<file path="config.mk">
export PLATFORM = sky130hd
export DESIGN_NAME = alte_controller
export DESIGN_NICKNAME = d
export VERILOG_FILES = /design/src/design/alte_pkg.sv /design/src/design/alte_controller.sv
export SDC_FILE = /design/constraint.sdc
export NUM_CORES = 1
export LEC_CHECK = 0
export BUFFER_PORTS_ARGS = -buffer_cell sky130_fd_sc_hd__buf_2
export CORE_AREA = 2 2 99 101
export CTS_CLUSTER_SIZE = 14
export DETAILED_ROUTE_END_ITERATION = 10
export DIE_AREA = 0 0 101 103
export HOLD_SLACK_MARGIN = 0.15
export PLACE_DENSITY_LB_ADDON = 0.3
export SLEW_MARGIN = 10
export SYNTH_ARGS = -nofsm -noshare
export SYNTH_HDL_FRONTEND = slang
export SYNTH_SLANG_ARGS = --single-unit
</file>
<file path="constraint.sdc">
create_clock -name clk -period 7.6 [get_ports clk]
set_input_delay 0 -clock clk [delete_from_list [all_inputs] [get_ports clk]]
set_output_delay 0 -clock clk [all_outputs]
set_load 0.02 [all_outputs]
</file>
<file path="src/design/alte_pkg.sv">
`timescale 1ns / 1ps
// ----------------------------------------------------------------------------
// alte_pkg
// Shared constants and controller/datapath interface types for the array list
// table engine.
// ----------------------------------------------------------------------------
package alte_pkg;

  localparam int DEPTH = 256;
  localparam int AW    = $clog2(DEPTH);
  localparam int CW    = $clog2(DEPTH + 1);
  localparam int DW    = 32;
  localparam int AMT_W = 16;
  localparam int BIT_W = $clog2(AMT_W);
  localparam int IN_W  = 64;
  localparam int OUT_W = 56;

  localparam logic [3:0] OP_GET   = 4'd0;
  localparam logic [3:0] OP_SET   = 4'd1;
  localparam logic [3:0] OP_PUSHB = 4'd2;
  localparam logic [3:0] OP_PUSHF = 4'd3;
  localparam logic [3:0] OP_INS   = 4'd4;
  localparam logic [3:0] OP_POP   = 4'd5;
  localparam logic [3:0] OP_FIND  = 4'd6;
  localparam logic [3:0] OP_FTR   = 4'd7;
  localparam logic [3:0] OP_ROTR  = 4'd8;
  localparam logic [3:0] OP_ROTL  = 4'd9;

  localparam logic [2:0] ST_OK       = 3'd0;
  localparam logic [2:0] ST_RANGE    = 3'd1;
  localparam logic [2:0] ST_FULL     = 3'd2;
  localparam logic [2:0] ST_EMPTY    = 3'd3;
  localparam logic [2:0] ST_NOTFOUND = 3'd4;

  localparam logic [1:0] WSEL_VAL = 2'd0;
  localparam logic [1:0] WSEL_MEM = 2'd1;
  localparam logic [1:0] WSEL_TMP = 2'd2;
  localparam logic [1:0] WSEL_SCR = 2'd3;

  typedef struct packed {
    logic             req_ld;
    logic             res_clr;
    logic             res_send;
    logic             mem_re;
    logic [AW-1:0]    mem_raddr;
    logic             mem_we;
    logic [AW-1:0]    mem_waddr;
    logic [1:0]       mem_wsel;
    logic             scr_re;
    logic [AW-1:0]    scr_raddr;
    logic             scr_we;
    logic [AW-1:0]    scr_waddr;
    logic             tmp_ld;
    logic             vout_ld;
    logic             pos_ld;
    logic [AW-1:0]    pos;
    logic             status_ld;
    logic [2:0]       status;
    logic             cnt_inc;
    logic             cnt_dec;
    logic             div_clr;
    logic             div_step;
    logic [BIT_W-1:0] div_bit;
  } cmd_t;

  typedef struct packed {
    logic [3:0]    op;
    logic [AW-1:0] idx;
    logic [CW-1:0] cnt;
    logic          match;
    logic [AW-1:0] k;
    logic          out_busy;
  } sts_t;

endpackage

</file>
<file path="src/design/alte_controller.sv">
`timescale 1ns / 1ps
// ----------------------------------------------------------------------------
// alte_controller
// Sequencer that walks the element store for each request and drives the
// datapath through command signals.
// ----------------------------------------------------------------------------
module alte_controller import alte_pkg::*; (
  input  logic clk,
  input  logic rst,
  input  logic s_tvalid,
  output logic s_tready,
  input  sts_t sts,
  output cmd_t cmd
);

  localparam logic [4:0] S_IDLE    = 5'd0;
  localparam logic [4:0] S_DECODE  = 5'd1;
  localparam logic [4:0] S_GET_CAP = 5'd2;
  localparam logic [4:0] S_SHUP_RD = 5'd3;
  localparam logic [4:0] S_SHUP_WR = 5'd4;
  localparam logic [4:0] S_POP_CAP = 5'd5;
  localparam logic [4:0] S_SHDN_RD = 5'd6;
  localparam logic [4:0] S_SHDN_WR = 5'd7;
  localparam logic [4:0] S_ROTL_CAP = 5'd8;
  localparam logic [4:0] S_FIND_RD = 5'd9;
  localparam logic [4:0] S_FIND_CMP = 5'd10;
  localparam logic [4:0] S_TR_CAP  = 5'd11;
  localparam logic [4:0] S_TR_WR   = 5'd12;
  localparam logic [4:0] S_DIV     = 5'd13;
  localparam logic [4:0] S_ROT_INIT = 5'd14;
  localparam logic [4:0] S_ROT_RD  = 5'd15;
  localparam logic [4:0] S_ROT_WR  = 5'd16;
  localparam logic [4:0] S_CPY_RD  = 5'd17;
  localparam logic [4:0] S_CPY_WR  = 5'd18;
  localparam logic [4:0] S_DONE    = 5'd19;

  logic [4:0]    state, state_next;
  logic [CW-1:0] ptr, ptr_next;
  logic [AW-1:0] j, j_next;
  logic [AW-1:0] at, at_next;
  logic [CW-1:0] ptr_inc;
  logic [CW-1:0] ptr_dec;
  logic [CW-1:0] cnt_m1;
  logic [CW-1:0] j_inc;

  assign ptr_inc = ptr + CW'(1);
  assign ptr_dec = ptr - CW'(1);
  assign cnt_m1  = sts.cnt - CW'(1);
  assign j_inc   = {1'b0, j} + CW'(1);
  assign s_tready = (state == S_IDLE);

  always_comb begin
    state_next = state;
    ptr_next   = ptr;
    j_next     = j;
    at_next    = at;
    cmd        = '0;
    case (state)
      S_IDLE: begin
        if (s_tvalid) begin
          cmd.req_ld = 1'b1;
          state_next = S_DECODE;
        end
      end
      S_DECODE: begin
        cmd.res_clr = 1'b1;
        state_next  = S_DONE;
        case (sts.op)
          OP_GET: begin
            if ({1'b0, sts.idx} < sts.cnt) begin
              cmd.mem_re    = 1'b1;
              cmd.mem_raddr = sts.idx;
              state_next    = S_GET_CAP;
            end else begin
              cmd.status_ld = 1'b1;
              cmd.status    = ST_RANGE;
            end
          end
          OP_SET: begin
            if ({1'b0, sts.idx} < sts.cnt) begin
              cmd.mem_we    = 1'b1;
              cmd.mem_waddr = sts.idx;
              cmd.mem_wsel  = WSEL_VAL;
            end else begin
              cmd.status_ld = 1'b1;
              cmd.status    = ST_RANGE;
            end
          end
          OP_PUSHB: begin
            if (sts.cnt >= CW'(DEPTH)) begin
              cmd.status_ld = 1'b1;
              cmd.status    = ST_FULL;
            end else begin
              cmd.mem_we    = 1'b1;
              cmd.mem_waddr = sts.cnt[AW-1:0];
              cmd.mem_wsel  = WSEL_VAL;
              cmd.cnt_inc   = 1'b1;
            end
          end
          OP_PUSHF, OP_INS: begin
            if (sts.op == OP_INS && {1'b0, sts.idx} > sts.cnt) begin
              cmd.status_ld = 1'b1;
              cmd.status    = ST_RANGE;
            end else if (sts.cnt >= CW'(DEPTH)) begin
              cmd.status_ld = 1'b1;
              cmd.status    = ST_FULL;
            end else begin
              at_next    = (sts.op == OP_INS) ? sts.idx : '0;
              ptr_next   = sts.cnt;
              state_next = S_SHUP_RD;
            end
          end
          OP_POP: begin
            if (sts.cnt == '0) begin
              cmd.status_ld = 1'b1;
              cmd.status    = ST_EMPTY;
            end else if ({1'b0, sts.idx} >= sts.cnt) begin
              cmd.status_ld = 1'b1;
              cmd.status    = ST_RANGE;
            end else begin
              cmd.mem_re    = 1'b1;
              cmd.mem_raddr = sts.idx;
              ptr_next      = {1'b0, sts.idx};
              state_next    = S_POP_CAP;
            end
          end
          OP_FIND, OP_FTR: begin
            if (sts.cnt == '0) begin
              cmd.status_ld = 1'b1;
              cmd.status    = ST_NOTFOUND;
            end else begin
              ptr_next   = '0;
              state_next = S_FIND_RD;
            end
          end
          OP_ROTR: begin
            if (sts.cnt == '0) begin
              cmd.status_ld = 1'b1;
              cmd.status    = ST_EMPTY;
            end else begin
              cmd.div_clr = 1'b1;
              ptr_next    = '0;
              state_next  = S_DIV;
            end
          end
          OP_ROTL: begin
            if (sts.cnt == '0) begin
              cmd.status_ld = 1'b1;
              cmd.status    = ST_EMPTY;
            end else begin
              cmd.mem_re    = 1'b1;
              cmd.mem_raddr = '0;
              ptr_next      = '0;
              state_next    = S_ROTL_CAP;
            end
          end
          default: begin
          end
        endcase
      end
      S_GET_CAP: begin
        cmd.vout_ld = 1'b1;
        state_next  = S_DONE;
      end
      S_SHUP_RD: begin
        if (ptr > {1'b0, at}) begin
          cmd.mem_re    = 1'b1;
          cmd.mem_raddr = ptr_dec[AW-1:0];
          state_next    = S_SHUP_WR;
        end else begin
          cmd.mem_we    = 1'b1;
          cmd.mem_waddr = at;
          cmd.mem_wsel  = WSEL_VAL;
          cmd.cnt_inc   = 1'b1;
          state_next    = S_DONE;
        end
      end
      S_SHUP_WR: begin
        cmd.mem_we    = 1'b1;
        cmd.mem_waddr = ptr[AW-1:0];
        cmd.mem_wsel  = WSEL_MEM;
        ptr_next      = ptr_dec;
        state_next    = S_SHUP_RD;
      end
      S_POP_CAP: begin
        cmd.vout_ld = 1'b1;
        state_next  = S_SHDN_RD;
      end
      S_ROTL_CAP: begin
        cmd.tmp_ld = 1'b1;
        state_next = S_SHDN_RD;
      end
      S_SHDN_RD: begin
        if (ptr_inc < sts.cnt) begin
          cmd.mem_re    = 1'b1;
          cmd.mem_raddr = ptr_inc[AW-1:0];
          state_next    = S_SHDN_WR;
        end else begin
          if (sts.op == OP_POP) begin
            cmd.cnt_dec = 1'b1;
          end else begin
            cmd.mem_we    = 1'b1;
            cmd.mem_waddr = cnt_m1[AW-1:0];
            cmd.mem_wsel  = WSEL_TMP;
          end
          state_next = S_DONE;
        end
      end
      S_SHDN_WR: begin
        cmd.mem_we    = 1'b1;
        cmd.mem_waddr = ptr[AW-1:0];
        cmd.mem_wsel  = WSEL_MEM;
        ptr_next      = ptr_inc;
        state_next    = S_SHDN_RD;
      end
      S_FIND_RD: begin
        cmd.mem_re    = 1'b1;
        cmd.mem_raddr = ptr[AW-1:0];
        state_next    = S_FIND_CMP;
      end
      S_FIND_CMP: begin
        if (sts.match) begin
          cmd.pos_ld = 1'b1;
          cmd.pos    = ptr[AW-1:0];
          if (sts.op == OP_FTR && ptr != '0) begin
            cmd.mem_re    = 1'b1;
            cmd.mem_raddr = ptr_dec[AW-1:0];
            state_next    = S_TR_CAP;
          end else begin
            state_next = S_DONE;
          end
        end else if (ptr_inc < sts.cnt) begin
          ptr_next   = ptr_inc;
          state_next = S_FIND_RD;
        end else begin
          cmd.status_ld = 1'b1;
          cmd.status    = ST_NOTFOUND;
          state_next    = S_DONE;
        end
      end
      S_TR_CAP: begin
        cmd.tmp_ld    = 1'b1;
        cmd.mem_we    = 1'b1;
        cmd.mem_waddr = ptr_dec[AW-1:0];
        cmd.mem_wsel  = WSEL_VAL;
        state_next    = S_TR_WR;
      end
      S_TR_WR: begin
        cmd.mem_we    = 1'b1;
        cmd.mem_waddr = ptr[AW-1:0];
        cmd.mem_wsel  = WSEL_TMP;
        cmd.pos_ld    = 1'b1;
        cmd.pos       = ptr_dec[AW-1:0];
        state_next    = S_DONE;
      end
      S_DIV: begin
        cmd.div_step = 1'b1;
        cmd.div_bit  = ptr[BIT_W-1:0];
        if (ptr == CW'(AMT_W - 1)) begin
          state_next = S_ROT_INIT;
        end else begin
          ptr_next = ptr_inc;
        end
      end
      S_ROT_INIT: begin
        j_next     = sts.k;
        ptr_next   = '0;
        state_next = S_ROT_RD;
      end
      S_ROT_RD: begin
        cmd.mem_re    = 1'b1;
        cmd.mem_raddr = ptr[AW-1:0];
        state_next    = S_ROT_WR;
      end
      S_ROT_WR: begin
        cmd.scr_we    = 1'b1;
        cmd.scr_waddr = j;
        j_next        = (j_inc == sts.cnt) ? '0 : j_inc[AW-1:0];
        if (ptr_inc == sts.cnt) begin
          ptr_next   = '0;
          state_next = S_CPY_RD;
        end else begin
          ptr_next   = ptr_inc;
          state_next = S_ROT_RD;
        end
      end
      S_CPY_RD: begin
        cmd.scr_re    = 1'b1;
        cmd.scr_raddr = ptr[AW-1:0];
        state_next    = S_CPY_WR;
      end
      S_CPY_WR: begin
        cmd.mem_we    = 1'b1;
        cmd.mem_waddr = ptr[AW-1:0];
        cmd.mem_wsel  = WSEL_SCR;
        ptr_next      = ptr_inc;
        state_next    = (ptr_inc == sts.cnt) ? S_DONE : S_CPY_RD;
      end
      S_DONE: begin
        if (!sts.out_busy) begin
          cmd.res_send = 1'b1;
          state_next   = S_IDLE;
        end
      end
      default: begin
        state_next = S_IDLE;
      end
    endcase
  end

  always_ff @(posedge clk) begin
    if (rst) begin
      state <= S_IDLE;
      ptr   <= '0;
      j     <= '0;
      at    <= '0;
    end else begin
      state <= state_next;
      ptr   <= ptr_next;
      j     <= j_next;
      at    <= at_next;
    end
  end

endmodule

</file>
==> results.txt, run 1 <==
TritonCTS built the clock tree. On the critical path, the stage with the largest delay is an instance of a211oi_1. Global routing consumed, over all layers together, 35.4% of the routing resources. The sequential element share of the synthesized area is 12.0%.

The count of buffer and inverter cells on the critical path came out at 2. The count of yosys warnings during synthesis is 0. The setup-violating endpoint count in the final report is 0. In the final routed layout, each cell accounts on average for 20.5 um. The tightest hold path in the finished design has a slack of 0.233 ns.

The critical hold path startpoint is sts[0]. The clock latency reported for the late side of the worst-skew pair came out at 0.31 ns. Input and output buffers added on the ports amount to 98. The wire length of the first global-routing pass is 29100 um. The last weighted congestion value of the routability-driven placer came out at 1.09. The library cell used most frequently in the layout, excluding fill and tap cells, is buf_2. The first-pass iteration count of the detailed router is 6. The post-layout instance count excluding filler cells is 912. In this run the worst hold path is classified as in2reg.

Summing all placed instances gives a cell area of 0.00543 mm^2. The number of violations of the max-capacitance limit came out at 0. The half-perimeter wire length after placement is 14100 um. The number of gates resized after CTS was 0.

For hold timing, the worst endpoint is state[1]$_SDFFE_PP0P_. The final period utilization is 59.1%. The number of DRC violations after detailed-routing iteration 0 came out at 738.

The top cell types in the final layout, fill and taps aside, are 98 x buf_2, 65 x nor2_1, 60 x nand2_1, 40 x o21ai_0, 39 x a21oi_1. The clock edge transition at the registers on the reported setup and hold paths came out at 0.09 ns. The number of vias in the routed layout is 6269.

Including well taps, the total number of placed cells is 887. The minimum clock period is 4.49 ns. The number of buffers inserted by post-CTS setup repair is 0.

The global route total overflow came out at 0. The total of flip-flops plus latches after synthesis is 30. The core region area came out at 0.00946 mm^2. The fraction of registers with async set or reset after synthesis is 0%. In this run the number of H-tree levels came out at 2. Dividing total power by cell area gives a power density of 328 mW/mm^2. The average cell area after synthesis came out at 6.88 um^2. Hold repair after CTS inserted 17 buffers.

The die extent in x is 101 um. The number of vias per cell after detailed routing came out at 6.87. The total I/O pin count came out at 99. The most used flip-flop cell after synthesis is dfxtp_1. The final net count is 861. In this run the worst path has a maximum fanout of 20. The number of pins exceeding their max-slew limit in the final report is 0. The worst-case clock skew came out at 0.00893 ns.

The largest net degree at the start of global routing is 42. Counting instances, the worst hold path has a depth of 5. The run finished with clean final reports. The effective utilization at floorplan is 52.9%. The post-detailed-routing wire length is 18700 um. Clock tree synthesis selected as its root buffer the cell clkbuf_8. The die height is 103 um.

Once detail routing completed, the nets flagged for antenna violations numbered 0. The post-synthesis net count is 791. The via count of the first global-routing pass is 5684.

The initial antenna violation count is 0. STA puts the critical path data arrival time at 4.49 ns. The count of antenna diodes in the layout is 0. STA classifies the critical path endpoint as an output pin. Summed over all cells, the static leakage comes to 0.00239 uW. The largest stage delay on the critical path is 0.80 ns. Setup repair after global routing left no endpoint under its margin. On the critical path the largest part of the delay comes from simple AND/OR/NAND/NOR gates. The final routed DRC violation total came out at 0. The post-layout instance area is 0.00570 mm^2. The number of cells on the worst reg-to-reg path is 10. The number of filler cells placed in the layout came out at 913. The ratio of cells with drive above 1 in the final layout came out at 18.2%.

The die area is 0.0104 mm^2. The slew at the pin with the worst max-slew slack came out at 1.27 ns. The achievable frequency is 223 MHz. The data required time at the worst endpoint is 7.60 ns. The total CTS buffers came out at 5. The number of distinct standard cells referenced by the synthesized netlist came out at 79. The worst setup path is of the reg2out kind. STA classifies the critical path startpoint as a register. The cell count after synthesis came out at 727. The clock drives 30 sinks.

The cell area that synthesis handed to floorplanning was 0.00500 mm^2. Summed over all failing endpoints, the final setup total negative slack is 0 ns. The synthesis-to-layout area growth is 13.9%. Counting flops with a built-in enable in the synthesized netlist gives 0. The setup check on the worst reg-to-reg path leaves a slack of 3.58 ns. The peak supply drop came out at 0.159 mV. Walking the worst path, the cells encountered are and3_1, nand2_1, and2_1, or2_2, ha_1, nand4_1, a211oi_1, o31ai_1, buf_4, or3_1, o211ai_1, buf_2. The worst register-to-register path ends at ptr[2]$_SDFFE_PP0P_. Measured against its own limit, the worst slew margin works out to 15.0%. The final number of hold-violating endpoints came to 0. The number of core rows came out at 36. In this run the critical register-to-register path is launched from ptr[4]$_SDFFE_PP0P_.

The clock tree buffer depth came out at 2.
## per-layer routing
layer  track usage, %  up-vias  share of wire, %
met5                0        -                 0
met1             45.4     2895                39
met4             16.1        0               4.4
met2             57.1      441                45
li1                 -     2861                 -
met3             7.66       72                11
## worst max-delay path by stage
| stage | end | slack (ns) | startpoint | cells after the start |
|---|---|---|---|---|
| after floorplan | cmd[53] | 4.17 | ptr[2]$_SDFFE_PP0P_ | 12 |
| after global placement | cmd[58] | 3.72 | ptr[4]$_SDFFE_PP0P_ | 12 |
| after detailed placement | cmd[48] | 3.61 | ptr[4]$_SDFFE_PP0P_ | 12 |
| after CTS | cmd[48] | 3.27 | ptr[4]$_SDFFE_PP0P_ | 12 |
| after global routing | cmd[48] | 2.86 | ptr[4]$_SDFFE_PP0P_ | 12 |
| final | cmd[48] | 3.11 | ptr[4]$_SDFFE_PP0P_ | 12 |
## synthesized netlist by cell type, types with 9 or more instances
library cell	n	area, um^2
nor2_1	65	244
buf_2	13	65.1
nor3_1	30	150
nand4_1	9	56.3
inv_1	26	97.6
nor4_1	12	75.1
a22oi_1	20	150
dfxtp_1	30	601
nand2_1	60	225
a21oi_1	39	195
xor2_1	9	78.8
o211ai_1	11	82.6
nand3_1	28	140
nor2b_1	14	87.6
or3_1	12	75.1
a211oi_1	14	105
o21ai_0	40	200
o31ai_1	12	90.1
nand2b_1	13	81.3
a31oi_1	11	68.8
ha_1	30	375
and2_1	20	125
and3_1	15	93.8
xnor2_1	25	219
clkbuf_1	34	128
a211o_1	11	96.3
or2_2	10	62.6
## metrics by stage
step	setup slack, ns	power [uW]	utilization (%)
finish	3.11	1870	60.2
floorplan	4.17	1300	-
detailed placement	3.61	1650	57.4
global route	2.86	1970	60.2
CTS	3.27	1820	60.2
global placement	3.72	1650	57.4
## cells by family (layout without fill, tap and decap cells)
kind of cell / Yosys count / in the layout / synth area share, %
compound gates: 219 / 219 / 31.5
simple gates: 319 / 319 / 33.9
xor+xnor: 34 / 34 / 5.95
flops: 30 / 30 / 12.0
buf+inv: 85 / 156 / 7.00
mux: 10 / 10 / 2.18
fa+ha+maj: 30 / 30 / 7.50
## registers in the layout (all words and copies together), names as in the netlist
signal / flops
ptr: 9
at: 8
j: 8
state: 5
## tightest hold or removal path, cell delays in order
cell	delay, ns
buf_2	0.11
nand2_1	0.13
nor3_1	0.06
a21oi_1	0.13
a311oi_1	0.06
## layout make-up
| class | instances | area (um^2) | share of cell area, % |
|---|---|---|---|
| clock inverters | 2 | 12.5 | 0.220 |
| multi-input cells | 612 | 4060 | 71.2 |
| repair buffers | 119 | 691 | 12.1 |
| well taps | 114 | 143 | 2.50 |
| inverters | 29 | 109 | 1.91 |
| flip-flops and latches | 30 | 601 | 10.5 |
| clock buffers | 6 | 82.6 | 1.45 |
## power by group
| group | leakage, uW | internal (uW) | switching, uW | total [uW] |
|---|---|---|---|---|
| logic | 0.00210 | 492 | 842 | 1330 |
| registers | 0.000244 | 202 | 181 | 383 |
| clock network | 0.0000472 | 73.0 | 79.7 | 153 |
| total | 0.00239 | 767 | 1100 | 1870 |
No activity file was read; power rests on OpenSTA's default activity.
==> inputs of run 2 (changes only) <==
Settings changed: CORE_AREA 2 2 99 101 to 2 2 102 104, DIE_AREA 0 0 101 103 to 0 0 104 106.
Clock period 7.6 ns to 3.7 ns, I/O delays scaled along.
==> results.txt, run 2 (synthesized netlist as in run 1, its figures left out) <==
The run finished with clean final reports. The die covers 0.0110 mm^2. The via count of the first global-routing pass was 5683. At the worst endpoint, the required time is 3.70 ns.

The top cell types in the final layout, fill and taps aside, are 98 x buf_2, 65 x nor2_1, 60 x nand2_1, 40 x o21ai_0, 38 x a21oi_1. The post-detailed-routing wire length is 20000 um. The effective utilization at floorplan came out at 50.0%. The number of DRC violations after detailed-routing iteration 0 is 711.

Clock latency on the worst-skew pair, taken at its later pin, is 0.29 ns. The die extent in x is 104 um. The mean routed wirelength per cell is 20.9 um.

The total I/O pin count is 99. The count of H-tree levels built during CTS is 2. For this run, the detailed router's first-pass iteration total came to 5. The total overflow left after global routing is 0.

The clock tree buffer depth is 2. The initial antenna violation count is 0. The minimum clock period came out at 3.47 ns. In this run the remaining antenna-violating nets after routing total 0.

For this design the ratio of total power to cell area is 704 mW/mm^2. The kind of end point of the critical path is an output pin. The half-perimeter wire length after placement came out at 15400 um. The ratio of cells with drive above 1 in the final layout is 21.0%. The total CTS buffers came out at 5.

In the finished design, the share of the clock period the worst path needs comes to 93.8%. The global-route total usage across every layer came out at 35.3%. The quantity of I/O buffers inserted on ports came out at 98. The core region area came out at 0.0100 mm^2. The setup-violating endpoint count in the final report came out at 0. ptr holds more flip-flops than any other register.

The number of buffers inserted by post-CTS setup repair is 0. The cell sitting at the root of the clock tree is a clkbuf_8. The critical path data arrival time came out at 3.47 ns.

The largest registers in the layout are ptr x9, at x8, j x8. The largest net degree at the start of global routing is 42. The top fanout value on the critical path came out at 8. The kind of start point of the critical path is a register. The achievable frequency came out at 288 MHz. The congestion estimate from routability-driven global placement came to 1.00.

Setup slack closes at 0.230 ns. The setup TNS is 0 ns. The path type of the worst min-delay path is in2reg.

Clock skew on the completed layout was measured at 0.00357 ns. Setup repair after global routing left no endpoint under its margin. The number of pins exceeding their max-slew limit in the final report came out at 0. The synthesis-to-layout area growth came out at 18.0%.

The sink count of the clock tree came out at 30. The final net count is 884. The floorplan has 37 rows. The clock edge transition at the registers on the reported setup and hold paths came out at 0.08 ns. The relative max-transition margin came out at 40.2%. The final routed DRC violation total is 0.

The count of antenna diodes in the layout is 0. The final number of hold-violating endpoints came out at 0. The post-layout instance area is 0.00591 mm^2.

The number of vias per cell after detailed routing came out at 6.52. The register with the most flip-flops in the layout has 9 of them. The design draws 4160 uW. The leakage dissipation is 0.00252 uW. The slew at the pin with the worst max-slew slack is 0.885 ns.

TritonCTS built the clock tree. The critical path class is reg2out. The die is 106 um tall. The detailed router placed 6237 vias in this run.

The number of filler cells placed in the layout came out at 1005. The peak supply drop came out at 0.462 mV. Before CTS, the worst setup slack after placement is 0.381 ns. After detailed placement, the total cell area comes to 0.00564 mm^2.

Max-cap violations in this run came to 0. The wire length of the first global-routing pass is 31100 um. Leaving out fill and tap cells, the most frequent cell in the layout is buf_2.
## run 2: worst paths after layout
kind,from,end,slack (ns),cells after the start
worst max-delay path,ptr[1]$_SDFFE_PP0P_,cmd[48],0.23,13
worst max register to register,ptr[1]$_SDFFE_PP0P_,ptr[7]$_SDFFE_PP0P_,0.38,11
worst min-delay path,sts[9],state[1]$_SDFFE_PP0P_,0.19,3
worst min register to register,at[2]$_SDFFE_PP0P_,at[2]$_SDFFE_PP0P_,0.51,2
## run 2: per-stage QoR
step                      cells  hold slack (ns)  util [%]
after detailed placement    934            0.275      56.4
after global placement      934            0.273      56.4
after CTS                   957            0.185      59.0
after global routing        957            0.230      59.1
final                       957            0.194      59.1
after floorplan             727           0.0845         -
## run 2: layer usage
| layer | wire length, um | vias to the layer above | GRT usage (%) |
|---|---|---|---|
| li1 | - | 2910 | - |
| met1 | 8170 | 2890 | 46.5 |
| met2 | 8880 | 374 | 55.9 |
| met3 | 2080 | 63 | 7.11 |
| met4 | 826 | 0 | 15.4 |
| met5 | 0 | - | 0 |
## run 2: timing repair
item / CTS / global route
setup endpoints to repair: 0 / 11
hold buffers: 15 / 0
resized for setup: 0 / 3
endpoints found under the hold margin: 15 / 0
## run 2: area by class of cell
type / count / area (um^2) / share of cell area, %
Multi-Input combinational cell: 612 / 4060 / 68.7
Inverter: 29 / 109 / 1.84
Tap cell: 136 / 170 / 2.88
Clock inverter: 3 / 40.0 / 0.678
Sequential cell: 30 / 603 / 10.2
Clock buffer: 5 / 68.8 / 1.17
Timing Repair Buffer: 142 / 858 / 14.5
## run 2: worst max-delay path, stage by stage (launching register included)
cell and delay, ns:
dfxtp_2 0.42, ha_1 0.27, and3_1 0.24, nand3_1 0.11, xnor2_1 0.21, ha_1 0.33, nand4_1 0.18, a211oi_1 0.25
buf_4 0.19, o31ai_1 0.09, buf_4 0.19, or3_1 0.35, o211ai_1 0.13, buf_2 0.21
## run 2: report_power, final
part / switching [uW] / total [uW] / internal (uW)
clock: 147 / 345 / 198
sequential: 245 / 662 / 418
combinational: 1990 / 3150 / 1160
==> inputs of run 3 (changes only) <==
Settings changed: CORE_AREA 2 2 102 104 to 2 2 108 110, DIE_AREA 0 0 104 106 to 0 0 110 112, GPL_TIMING_DRIVEN set to 0.
==> results.txt, run 3 (synthesized netlist as in run 1, its figures left out) <==
The number of vias per cell after detailed routing came out at 6.53. The kind of start point of the critical path is a register. The setup TNS came out at 0 ns.

Entering global routing, the biggest net connects 11 pins. TritonCTS built the clock tree. The floorplan step set the die height to 112 um.

Along the worst path, the maximum fanout reaches 10. At the worst endpoint, the required time is 3.70 ns. The half-perimeter wire length after placement is 15300 um. Among all stages on the critical path, the largest delay is contributed by dfxtp_2. The final routed DRC violation total is 0.

The share of total power consumed by net switching is 56.3%. The initial antenna violation count is 0. The achievable frequency came out at 276 MHz.

The number of cells on the worst reg-to-reg path came out at 11. The worst-case clock skew is 0.00356 ns. The number of core rows came out at 39.

The most numerous cell type found on the critical path is buf_4. The internal power of the cells totals 1850 uW. Once the floorplan was initialized, standard cells occupied 44.8% of the core. The tightest min-delay check is of the in2reg type. The die covers 0.0123 mm^2.

The synthesis-to-layout area growth is 22.5%. The leakage dissipation came out at 0.00257 uW. The number of routed nets with antenna violations came out at 0. The layout has 1130 filler cells. The quantity of I/O buffers inserted on ports came out at 93.

The total CTS buffers is 5. The flow ran to the end, and the final reports show no timing, DRC or antenna violations. The final number of hold-violating endpoints came out at 0. The die extent in x is 110 um. For this block, the routed nets add up to 20200 um of wire. The number of DRC violations after detailed-routing iteration 0 came out at 767.

CTS built an H-tree with a depth of 2. The relative max-transition margin is 30.1%. At the pin with the least slew margin, the transition time is 1.04 ns. Walking the worst path, the cells encountered are clkbuf_4, and3_1, nand2_1, and2_1, or2_2, ha_1, nand4_1, buf_4, a211oi_4, buf_4, nor4_4, buf_4, a2111oi_1, o21ai_1, buf_2. The peak supply drop is 0.383 mV. The areal power density over the cells came out at 691 mW/mm^2. The clock tree buffer depth came out at 2. The final net count came out at 914. The largest stage delay on the critical path came out at 0.39 ns. Leaving out fill and tap cells, the most frequent cells in the layout are 106 x buf_2, 65 x nor2_1, 60 x nand2_1, 40 x o21ai_0, 38 x a21oi_1. The critical path is of the reg2out type. Together, buffers and inverters on the worst path number 5.

The power share of the clock group is 11.7%. The clock edge transition at the registers on the reported setup and hold paths is 0.06 ns. The clock latency reported for the late side of the worst-skew pair is 0.29 ns. The combinational share of power is 75.2%. The number of pins exceeding their max-slew limit in the final report came out at 0. The first global-routing pass estimated 31200 um of wire. The global route total overflow is 0.

The number of violations of the max-capacitance limit is 0. Dividing the detail-routed wire length by the instance count gives 20.4 um. The ratio of cells with drive above 1 in the final layout is 20.7%.

The critical path data arrival time is 3.63 ns. The worst setup path is captured at an output pin. The minimum clock period is 3.63 ns.

The last weighted congestion value of the routability-driven placer is 0.998. In the final layout, the registers with the most flip-flops are ptr x9, at x8, j x8. The logic depth of the worst path, buffers included came out at 15. The worst hold path passes through 3 cells. The region available for standard cell placement spans 0.0112 mm^2. More flip-flops sit in one register than any other, and that register is ptr. The final period utilization came out at 98.0%. The via count of the first global-routing pass came out at 5782. In this run, flip-flops and latches consume 13.1% of the power. The buffer type at the clock tree root is clkbuf_16.

Summed over all nets, the switching power comes to 2380 uW. The tightest hold path in the finished design has a slack of 0.184 ns. The clock net in this run drives a total of 30 sinks.

The register with the most flip-flops in the layout has 9 of them. The global-route total usage across every layer is 32.5%. The most frequent standard cell in the layout excluding fill and tap cells is buf_2. Setup violations remaining at the end of the flow were counted as 0.

0 antenna diodes ended up in the layout. The total I/O pin count is 99. The number of vias in the routed layout came out at 6486.

The cell class contributing the biggest share of worst-path delay is buffers and inverters. The first-pass iteration count of the detailed router came out at 6.
-- run 3: cell count changes in the layout (fill, tap and decap cells not counted), moves of 3 or more --
cell       change
clkbuf_8       -4
buf_4         -18
buf_2          +8
clkbuf_1      +31
clkbuf_16      +5
nor4_1         -3
buf_1          +6
-- run 3: path summary, 6_finish.rpt --
path	from	end	slack [ns]
max	ptr[2]$_SDFFE_PP0P_	cmd[52]	0.07
min	sts[9]	state[1]$_SDFFE_PP0P_	0.18
max reg2reg	ptr[0]$_SDFFE_PP0P_	ptr[7]$_SDFFE_PP0P_	0.21
min reg2reg	at[2]$_SDFFE_PP0P_	at[2]$_SDFFE_PP0P_	0.50
-- run 3: worst min-delay path, delay by kind of cell --
family | cells | cell delay [ns]
compound gates | 2 | 0.26
buf+inv | 1 | 0.15
-- run 3: metrics by stage --
stage / setup slack, ns / instance area (um^2) / util (%) / total power, uW / cells
finish: 0.0744 / 6130 / 54.9 / 4230 / 994
global route: -0.0312 / 6130 / 54.9 / 4480 / 994
CTS: 0.00906 / 6070 / 54.3 / 4100 / 990
detailed placement: -0.546 / 5660 / 50.7 / 3540 / 964
global placement: -0.535 / 5650 / 50.5 / 3530 / 963
floorplan: 0.270 / 5000 / - / 2670 / 727
-- run 3: final cells by class --
cell class	count	area, um^2	area share [%]
plain buffers	56	260	4.24
clock buffers	6	129	2.10
well taps	143	179	2.92
inverters	29	110	1.80
multi-input cells	612	4130	67.4
flip-flops and latches	30	606	9.88
repair buffers	116	676	11.0
clock inverters	2	37.5	0.612
-- run 3: power groups by stage --
stage	clock (uW)	sequential, uW	combinational [uW]
after detailed placement	0	550	2990
after floorplan	0	501	2170
after CTS	489	544	3070
after global placement	0	549	2980
final	494	556	3190
after global routing	504	567	3410
-- run 3: routing by layer --
| layer | vias to the layer above | GRT usage (%) | share of wire [%] |
|---|---|---|---|
| li1 | 2959 | - | - |
| met1 | 2986 | 44.5 | 40 |
| met2 | 446 | 50.3 | 45 |
| met3 | 95 | 4.16 | 10 |
| met4 | 0 | 14.6 | 5.1 |
| met5 | - | 0 | 0 |
-- run 3: what timing repair did --
action	4_1_cts	5_1_grt
resized for setup	17	9
setup buffers	3	4
pin swaps	2	4
endpoints found under the setup margin	34	23
hold endpoints to repair	15	0
hold buffers	15	0
